===== config.mk =====
export PLATFORM = sky130hd
export DESIGN_NAME = lge_cell
export DESIGN_NICKNAME = d
export VERILOG_FILES = /design/src/rtl/core/lge_pkg.sv /design/src/rtl/core/lge_cell.sv
export SDC_FILE = /design/constraint.sdc
export NUM_CORES = 1
export LEC_CHECK = 0
export BUFFER_PORTS_ARGS = -buffer_cell sky130_fd_sc_hd__buf_4
export CORE_MARGIN = 1
export CORE_UTILIZATION = 35
export DETAILED_ROUTE_END_ITERATION = 8
export GPL_TIMING_DRIVEN = 0
export PLACE_DENSITY = 0.68
export SLEW_MARGIN = 20
export SYNTH_ARGS = -nofsm -noshare
export SYNTH_HDL_FRONTEND = slang
export SYNTH_SLANG_ARGS = --single-unit

===== constraint.sdc =====
create_clock -name clk -period 1.4 [get_ports clk]
set_clock_uncertainty 0.15 [all_clocks]
set_input_delay 0.21 -clock clk [delete_from_list [all_inputs] [get_ports clk]]
set_output_delay 0.21 -clock clk [all_outputs]
set_load 0.03 [all_outputs]

===== src/rtl/core/lge_pkg.sv =====
// Shared types, opcodes and helpers for the life grid generation engine.
package lge_pkg;

    localparam int ROW_W  = 64;
    localparam int IDX_W  = 6;
    localparam int SIZE_W = 7;

    typedef enum logic [1:0] {
        OP_WRITE   = 2'd0,
        OP_ADVANCE = 2'd1,
        OP_READ    = 2'd2,
        OP_NONE    = 2'd3
    } opcode_t;

    typedef enum logic {
        CFG_ROWS = 1'b0,
        CFG_COLS = 1'b1
    } cfg_index_t;

    typedef struct packed {
        logic [1:0]       opcode;
        logic [IDX_W-1:0] row_index;
        logic [ROW_W-1:0] row_cells;
    } in_item_t;

    typedef struct packed {
        logic [IDX_W-1:0] read_row_index;
        logic [ROW_W-1:0] read_row_cells;
    } out_item_t;

    // Region trim broadcast to every cell on a size register write.
    typedef struct packed {
        logic              clear_en;
        logic [SIZE_W-1:0] rows_eff;
        logic [ROW_W-1:0]  col_mask;
    } trim_t;

    function automatic logic [ROW_W-1:0] col_mask_f(input logic [SIZE_W-1:0] cols);
        logic [ROW_W-1:0] m;
        for (int k = 0; k < ROW_W; k++)
        begin
            m[k] = (SIZE_W'(k) < cols);
        end
        return m;
    endfunction

endpackage


===== src/rtl/core/lge_cell.sv =====
// One row cell of the rotating grid chain.
module lge_cell #(
    parameter int CELL_IDX = 0
) (
    input  logic                     clk,
    input  logic                     rst_n,
    input  logic                     shift_en,
    input  logic [lge_pkg::ROW_W-1:0] shift_in,
    input  lge_pkg::trim_t           trim,
    output logic [lge_pkg::ROW_W-1:0] row
);
    import lge_pkg::*;

    logic [ROW_W-1:0] row_reg;
    logic [ROW_W-1:0] row_next;

    always_comb
    begin
        row_next = row_reg;
        if (trim.clear_en)
        begin
            row_next = (SIZE_W'(CELL_IDX) < trim.rows_eff) ? (row_reg & trim.col_mask)
                                                           : '0;
        end
        else if (shift_en)
        begin
            row_next = shift_in;
        end
    end

    always_ff @(posedge clk or negedge rst_n)
    begin
        if (!rst_n)
        begin
            row_reg <= '0;
        end
        else
        begin
            row_reg <= row_next;
        end
    end

    assign row = row_reg;

endmodule


==> impl_results.md <==
- Root Buffer: clkbuf_8
- Grt ovf: 0
- Yosys top cell area share: roughly 51%
- Final hold viol count: 0
- Post-Route Setup TNS: -0.727 ns
- Initial Util: 36.2%
- WHS: between 0.01 and 0.015 ns
- Vias per cell: ~5.2
- Final instance area: 0.00514 mm²
- Drt drc: 0
- Site row count: 34
- Num CTS Buffers: 9
- Core Util, Final: between 50% and 60%
- Worst skew pair latency: approximately 0.33 ns
- Final number of setup-violating endpoints: between 50 and 60
- Die width: roughly 100 µm
- DP Worst Slack: -0.810 ns
- # diodes: 0
- RSZ-0062 raised after global routing: true
- Global-route wire length before repair: 16700 µm
- CP Launch Type: input pin
- CP endpoint kind: register
- Area post-placement: between 0.004 and 0.005 mm²
- H-tree Lvls: 3
- CP arrival: 1.48 ns
- Gr usage total: 22.1%
- Leading area contributor after synthesis: dfrtp_1
- Cell Pwr Density: between 1000 and 1500 mW/mm²
- Period minus WS final: roughly 1.4 ns
- Top Layer Used: met4
- Largest register FFs: 64
- Clock-pin slew on the worst setup and hold paths: about 0.070 ns
- Critical path data required time: roughly 1.4 ns
- DIE AREA: 0.00944 mm²
- HPWL after DPL: around 7400 µm
- Placer Congestion: approximately 0.79
- Area delta synth->final: 62.2%
- Layout cell share with drive strength beyond 1: a little under half
- Via count: approximately 3300
- Met3 Routed Length: 730 µm
- Initial antenna violation count: 0
- Io pins: about 200
- PnR worst setup slack: -0.0476 ns
- CORE AREA: 0.00876 mm²
- Nets: roughly 650
- Leakage: approximately 2.6 nW
- Worst-path maximum fanout: 10
- Slew Limit Fails: 0
- Max VDD drop: approximately 0.45 mV
- Pin count of the biggest net entering global routing: 65
- Met1 WL: ~4200 µm
- Number of synthesis warnings: 0
- Avg Inst Size Synth: 11.1 µm²
- Seq cells post-synth: 64
- Drt initial violations: around 130
- Final wirelength: between 10000 and 15000 µm
- Routed wl met2: ~5300 µm
- Run status: complete, but fails checks
- Syn Inst Count: approximately 290
- Final ANT Viol Nets: 0
- Max_cap viols: 0
- Clock buffer depth: 2
- Violations in the final reports: setup timing
- CTS tree: built
- # clock sinks: 64
- Worst-Margin Slew: between 0.8 and 0.9 ns
- Die Y: a little under 100 µm
- Vias in the first global route: ~3300
- Max_slew headroom: ~46%
- Mapped Area: between 0.003 and 0.004 mm²
- Setup CP Type: in -> reg
- Seq/Total Area, Yosys: between 50% and 60%
- Synth unique cells: 10
- Synth top area cells: dfrtp_1 (51%), mux2i_1 (20%), o22ai_1 (12%), nand3_1 (10%), buf_6 (2.1%)
- Port Buffers: 200
- Most common cell after layout, fill and taps aside: buf_4
- Final Cycle Share: 103%
- Drt first pass iters: 4
- F_max: 0.691 GHz
- Drt wl/cell: between 15 and 20 µm
- Syn_nets: ~420
- Type of the worst min-delay path: in -> reg
- Commonest non-fill, non-tap cells in the layout: buf_4 (201), nand3_1 (64), mux2i_1 (64), dfrtp_1 (64), o22ai_1 (61)
==> metrics by stage <==
stage | cells | power, W
finish | 621 | 0.00519
global route | 621 | 0.00542
detailed placement | 593 | 0.00360
floorplan | 285 | 0.00287
global placement | 593 | 0.00357
CTS | 621 | 0.00524
==> path summary, 6_finish.rpt <==
check	to	slack, ns	from	cells past startpoint
min in group asynchronous	row[59]	0.37	rst_n	2
min reg2reg	row[63]	0.43	row[63]	2
max	row[55]	-0.05	trim[65]	6
max reg2reg	row[61]	0.41	row[61]	2
min	row[5]	0.01	shift_in[5]	3
max in group asynchronous	row[11]	0.19	rst_n	2
==> worst max-delay path, stage by stage <==
cell and delay [ns]:
buf_4 0.11, or4_4 0.53, nor4_4 0.19, buf_12 0.18, buf_8 0.14, o22ai_1 0.10
==> timing repair <==
action | in CTS | in global routing
endpoints found under the hold margin | 73 | 0
resized for setup | 0 | 5
endpoints found under the setup margin | 64 | 62
hold buffers | 10 | 0
buffers inserted | 2 | 0
pin swaps | 1 | 1
==> power by group <==
| group | switching (W) | internal (W) | total [W] | leakage, nW |
|---|---|---|---|---|
| Clock | 0.000687 | 0.000916 | 0.00160 | 0.103 |
| Combinational | 0.000750 | 0.000679 | 0.00143 | 1.66 |
| Sequential | 0.000139 | 0.00202 | 0.00216 | 0.832 |
| Total | 0.00158 | 0.00361 | 0.00519 | 2.60 |
==> cell families (layout without fill, tap and decap cells) <==
family	Yosys count	count (layout)	share of synthesized area (%)
buf+inv	27	255	4.86
compound gates	64	64	13.2
mux	64	64	20.2
simple gates	66	66	11.1
flops	64	64	50.6
==> cells in the mapped netlist (all sizes together) <==
cell    instances
clkbuf         15
o22ai          64
mux2i          64
buf            12
nand3          64
or4             1
dfrtp          64
nor4            1
==> routing by layer <==
| metal | vias to the layer above | track usage [%] |
|---|---|---|
| met5 | - | 0 |
| met4 | 0 | 7.92 |
| met3 | 17 | 5.61 |
| met2 | 136 | 38.4 |
| met1 | 1564 | 26.4 |
| li1 | 1541 | - |
==> final cells by class <==
class,instances,area [µm²]
Buffer,27,160
Clock buffer,13,159
Clock inverter,3,40.0
Fill cell,733,3630
Multi-Input combinational cell,194,1410
Sequential cell,64,1600
Tap cell,108,135
Timing Repair Buffer,212,1630
Note: power is estimated with default switching activity, not from simulation.
