## src/rtl/core/lge_pkg.sv

```systemverilog
// Shared types, opcodes and helpers for the life grid generation engine.
package lge_pkg;

    localparam int ROW_W  = 64;
    localparam int IDX_W  = 6;
    localparam int SIZE_W = 7;

    typedef enum logic [1:0] {
        OP_WRITE   = 2'd0,
        OP_ADVANCE = 2'd1,
        OP_READ    = 2'd2,
        OP_NONE    = 2'd3
    } opcode_t;

    typedef enum logic {
        CFG_ROWS = 1'b0,
        CFG_COLS = 1'b1
    } cfg_index_t;

    typedef struct packed {
        logic [1:0]       opcode;
        logic [IDX_W-1:0] row_index;
        logic [ROW_W-1:0] row_cells;
    } in_item_t;

    typedef struct packed {
        logic [IDX_W-1:0] read_row_index;
        logic [ROW_W-1:0] read_row_cells;
    } out_item_t;

    // Region trim broadcast to every cell on a size register write.
    typedef struct packed {
        logic              clear_en;
        logic [SIZE_W-1:0] rows_eff;
        logic [ROW_W-1:0]  col_mask;
    } trim_t;

    function automatic logic [ROW_W-1:0] col_mask_f(input logic [SIZE_W-1:0] cols);
        logic [ROW_W-1:0] m;
        for (int k = 0; k < ROW_W; k++)
        begin
            m[k] = (SIZE_W'(k) < cols);
        end
        return m;
    endfunction

endpackage

```

## src/rtl/core/lge_rule.sv

```systemverilog
// B3/S23 next-row unit with the saved pre-update row above.
module lge_rule (
    input  logic                     clk,
    input  logic                     rst_n,
    input  logic                     shift_en,
    input  logic                     first_row,
    input  logic                     below_use,
    input  logic [lge_pkg::ROW_W-1:0] cur_row,
    input  logic [lge_pkg::ROW_W-1:0] below_row,
    input  logic [lge_pkg::ROW_W-1:0] col_mask,
    output logic [lge_pkg::ROW_W-1:0] next_row
);
    import lge_pkg::*;

    logic [ROW_W-1:0] prev_reg;
    logic [ROW_W-1:0] up;
    logic [ROW_W-1:0] dn;
    logic [ROW_W-1:0] life;
    logic [3:0]       n;

    assign up = first_row ? '0 : prev_reg;
    assign dn = below_use ? below_row : '0;

    always_comb
    begin
        life = '0;
        for (int k = 0; k < ROW_W; k++)
        begin
            n = 4'(up[k]) + 4'(dn[k]);
            if (k > 0)
            begin
                n = n + 4'(up[k-1]) + 4'(cur_row[k-1]) + 4'(dn[k-1]);
            end
            if (k < ROW_W - 1)
            begin
                n = n + 4'(up[k+1]) + 4'(cur_row[k+1]) + 4'(dn[k+1]);
            end
            life[k] = (n == 4'd3) || (cur_row[k] && (n == 4'd2));
        end
    end

    assign next_row = life & col_mask;

    always_ff @(posedge clk or negedge rst_n)
    begin
        if (!rst_n)
        begin
            prev_reg <= '0;
        end
        else if (shift_en)
        begin
            prev_reg <= cur_row;
        end
    end

endmodule

```

## config.mk

```make
export PLATFORM = sky130hd
export DESIGN_NAME = lge_rule
export DESIGN_NICKNAME = d
export VERILOG_FILES = /design/src/rtl/core/lge_pkg.sv /design/src/rtl/core/lge_rule.sv
export SDC_FILE = /design/constraint.sdc
export NUM_CORES = 1
export LEC_CHECK = 0
export ABC_AREA = 1
export BUFFER_PORTS_ARGS = -buffer_cell sky130_fd_sc_hd__buf_2
export CAP_MARGIN = 15
export CORE_MARGIN = 2
export CORE_UTILIZATION = 60
export DETAILED_ROUTE_END_ITERATION = 12
export GPL_TIMING_DRIVEN = 1
export PLACE_DENSITY = 0.85
export SKIP_CTS_REPAIR_TIMING = 1
export SYNTH_ARGS = -nofsm -noshare
export SYNTH_HDL_FRONTEND = slang
export SYNTH_SLANG_ARGS = --single-unit
```

## constraint.sdc

```tcl
create_clock -name clk -period 10.85 [get_ports clk]
set_clock_uncertainty 0.1 [all_clocks]
set_input_delay 2.17 -clock clk [delete_from_list [all_inputs] [get_ports clk]]
set_output_delay 2.17 -clock clk [all_outputs]
set_load 0.005 [all_outputs]
```

==> impl_metrics.tcl <==
set metrics [dict create \
    status "finished, final reports clean" \
    crit_buf_inv 5 \
    power_density_mw_per_mm2 99.98 \
    grt_max_degree 129 \
    design_area_sq_mm 0.01682 \
    netlist_area_sq_mm 0.01504 \
    min_delay_worst_endpoint "prev_reg[12]" \
    path_clk_slew_ns 0.06 \
    hold-path-cell-count 2 \
    worst_r2r_path_depth 2 \
    slew_headroom 0.4105 \
    numCtsBuffers 9 \
    p_int_w 0.0009218 \
    cts_root_buf "clkbuf_16" \
    wl_per_cell_um 12.98 \
    crit_path_frequent_cell "fa_1" \
    ctsLongestPathBuffers 2 \
    worst_pin_slew_ns 0.8843 \
    antenna_found_initial 6 \
    fillerInstances 1943 \
    drtIter0Drc 621 \
    worst_ep_required_time_ns 8.58 \
    die_height_um 162.3 \
    holdCritStartpoint "prev_reg[12]" \
    grtUsageMet1 0.3147 \
    synth-seq-area-share 0.1065 \
    synth_fp_nets 2558 \
    core_area_sq_mm 0.02446 \
    vias_per_cell 4.832 \
    hold_violations 0 \
    grtUsageTotal 0.2617 \
    synth-warning-count 0 \
    combPwrFrac 0.665 \
    use_met2 0.4847 \
    port_buffers 260 \
    routed_wl_um 32450 \
    setup-violations-final 0 \
    worstHoldPathType "reg2reg" \
    period_share 0.8016 \
    via_count 12080 \
    drv_cap 0 \
    multi_input_area_sq_mm 0.01100 \
    period_minus_slack_ns 8.697 \
    synth_top_area_frac 0.3354 \
    seq_area_sq_mm 0.001602 \
    cts_tree "done" \
    hpwl_um 28400 \
    slew_violations 0 \
    ys_types 16 \
    path_max_fanout 36 \
    cts_sinks 64 \
    grt_pass1_vias 13200 \
    grt_pass1_wl_um 56630 \
    r2r-end "prev_reg[51]" \
    largest_reg_flops 64 \
    drive_gt1_frac 0.1510 \
    start_kind "input pin" \
    rsz0062_at_grt "false" \
    layout_common_cells "inv_1 (569), nand2_1 (378), nor2_1 (265), buf_2 (257), fa_1 (252)" \
    gr-max-usage-layer "met2" \
    io_pins 261 \
    die-area_sq_mm 0.02635 \
    seqPwrFrac 0.158 \
    power_w 0.001682 \
    cpPeakStageDelay_ns 0.75 \
    finalNetCount 2804 \
    critPathCaptureType "output pin" \
    initial_core_util 0.6149 \
    htreeDepth 3 \
    met3_usage 0.04889 \
    clk_latency_ns 0.33 \
    die_w_um 162.3 \
    crit_chain "buf_6, buf_4, nor2_4, inv_1, fa_1, fa_1, fa_1, inv_1, ha_1, fa_1, nand2_1, nor2_1, nand2_1, nor2_1, buf_2" \
    avgSynthCellArea_sq_um 7.830 \
    crit_type "in2out" \
    crit_arrival_ns 6.43 \
    switching_power_w 0.0007599 \
    rows 57 \
    synth.largest_area_cell "fa_1" \
    post-route-util 0.6876 \
    ys_ff_latch 64 \
    place.gp.congestion 0.8897 \
    layout_commonest_cell "inv_1" \
    placed_area_sq_mm 0.01647 \
    cp_slowest_cell "buf_4" \
    pwr-share-clk 0.177 \
    swShare 0.4518 \
    yosys-top-cells-area "fa_1 (34%), ha_1 (16%), inv_1 (14%), dfrtp_1 (11%), nand2_1 (9.4%)" \
    grt-ovfl-total 0 \
    crit_family "adder cells" \
    r2r_start "prev_reg[51]" \
    leakagePower_nw 9.761 \
    drc_errors 0 \
    max_freq_ghz 0.1150 \
    ir_worst_vdd_uv 63.41 \
    rrSetupSlack_ns 10.03 \
    first_pass_iters 5 \
    area_delta_synth_final_pct 11.84 \
    setup-tns-final_ns 0 \
    postRouteAntennaNets 0 \
    syn_inst 1921 \
]
==> logic make-up after synthesis <==
family,Yosys count,synth area share
adders and majority gates,440,0.4918
and+or+nand+nor,694,0.1978
buffers and inverters,597,0.1620
DFF,64,0.1065
AOI/OAI and AO/OA,126,0.04193
==> how the worst max path moves through the flow <==
stage / startpoint / to / slack, ns / cells after the start
after global routing: first_row / next_row[49] / 2.00 / 15
final: first_row / next_row[49] / 2.15 / 15
after CTS: first_row / next_row[10] / 2.19 / 15
after floorplan: first_row / next_row[1] / 3.40 / 16
after global placement: first_row / next_row[11] / 2.30 / 15
after detailed placement: first_row / next_row[49] / 2.20 / 15
==> metal layers <==
layer,vias up,wire [um]
li1,6012,-
met1,5704,13350
met2,312,16500
met4,4,575
met3,52,1999
met5,-,22
==> through the flow <==
stage / worst slack, ns / hold slack, ns / instances
floorplan: 3.400 / 0.3741 / 1921
global placement: 2.303 / 0.3895 / 2479
detailed placement: 2.196 / 0.3965 / 2479
CTS: 2.191 / 0.4109 / 2495
global route: 1.999 / 0.4360 / 2496
finish: 2.153 / 0.4113 / 2501
==> worst register-to-register path, stage by stage, from the launching register on <==
cell and delay [ns]:
dfrtp_1 0.36, inv_1 0.11, o21ai_0 0.11
==> layout make-up <==
type | instances | area share
Antenna cell | 5 | 0.0007438
Clock buffer | 11 | 0.01503
Clock inverter | 5 | 0.003273
Inverter | 569 | 0.1270
Multi-Input combinational cell | 1260 | 0.6541
Sequential cell | 64 | 0.09521
Tap cell | 324 | 0.02410
Timing Repair Buffer | 263 | 0.08056
==> power groups by stage <==
stage / Clock (W) / Combinational, W / Sequential (W)
global placement: 0 / 0.00104 / 0.000269
floorplan: 0 / 0.000815 / 0.000268
CTS: 0.000306 / 0.00113 / 0.000266
finish: 0.000298 / 0.00112 / 0.000266
detailed placement: 0 / 0.00112 / 0.000270
global route: 0.000316 / 0.00132 / 0.000268
==> synthesized netlist by cell type <==
cell type and count:
buf_8 1, ha_1 188, inv_1 569, buf_4 5, o21ai_1 17, dfrtp_1 64
buf_6 10, buf_12 5, nor3_1 2, nand2_1 378, fa_1 252, buf_2 7
o21ai_0 47, nor2_1 265, nor2_4 49, a21oi_1 62
No activity file was read; power rests on OpenSTA's default activity.
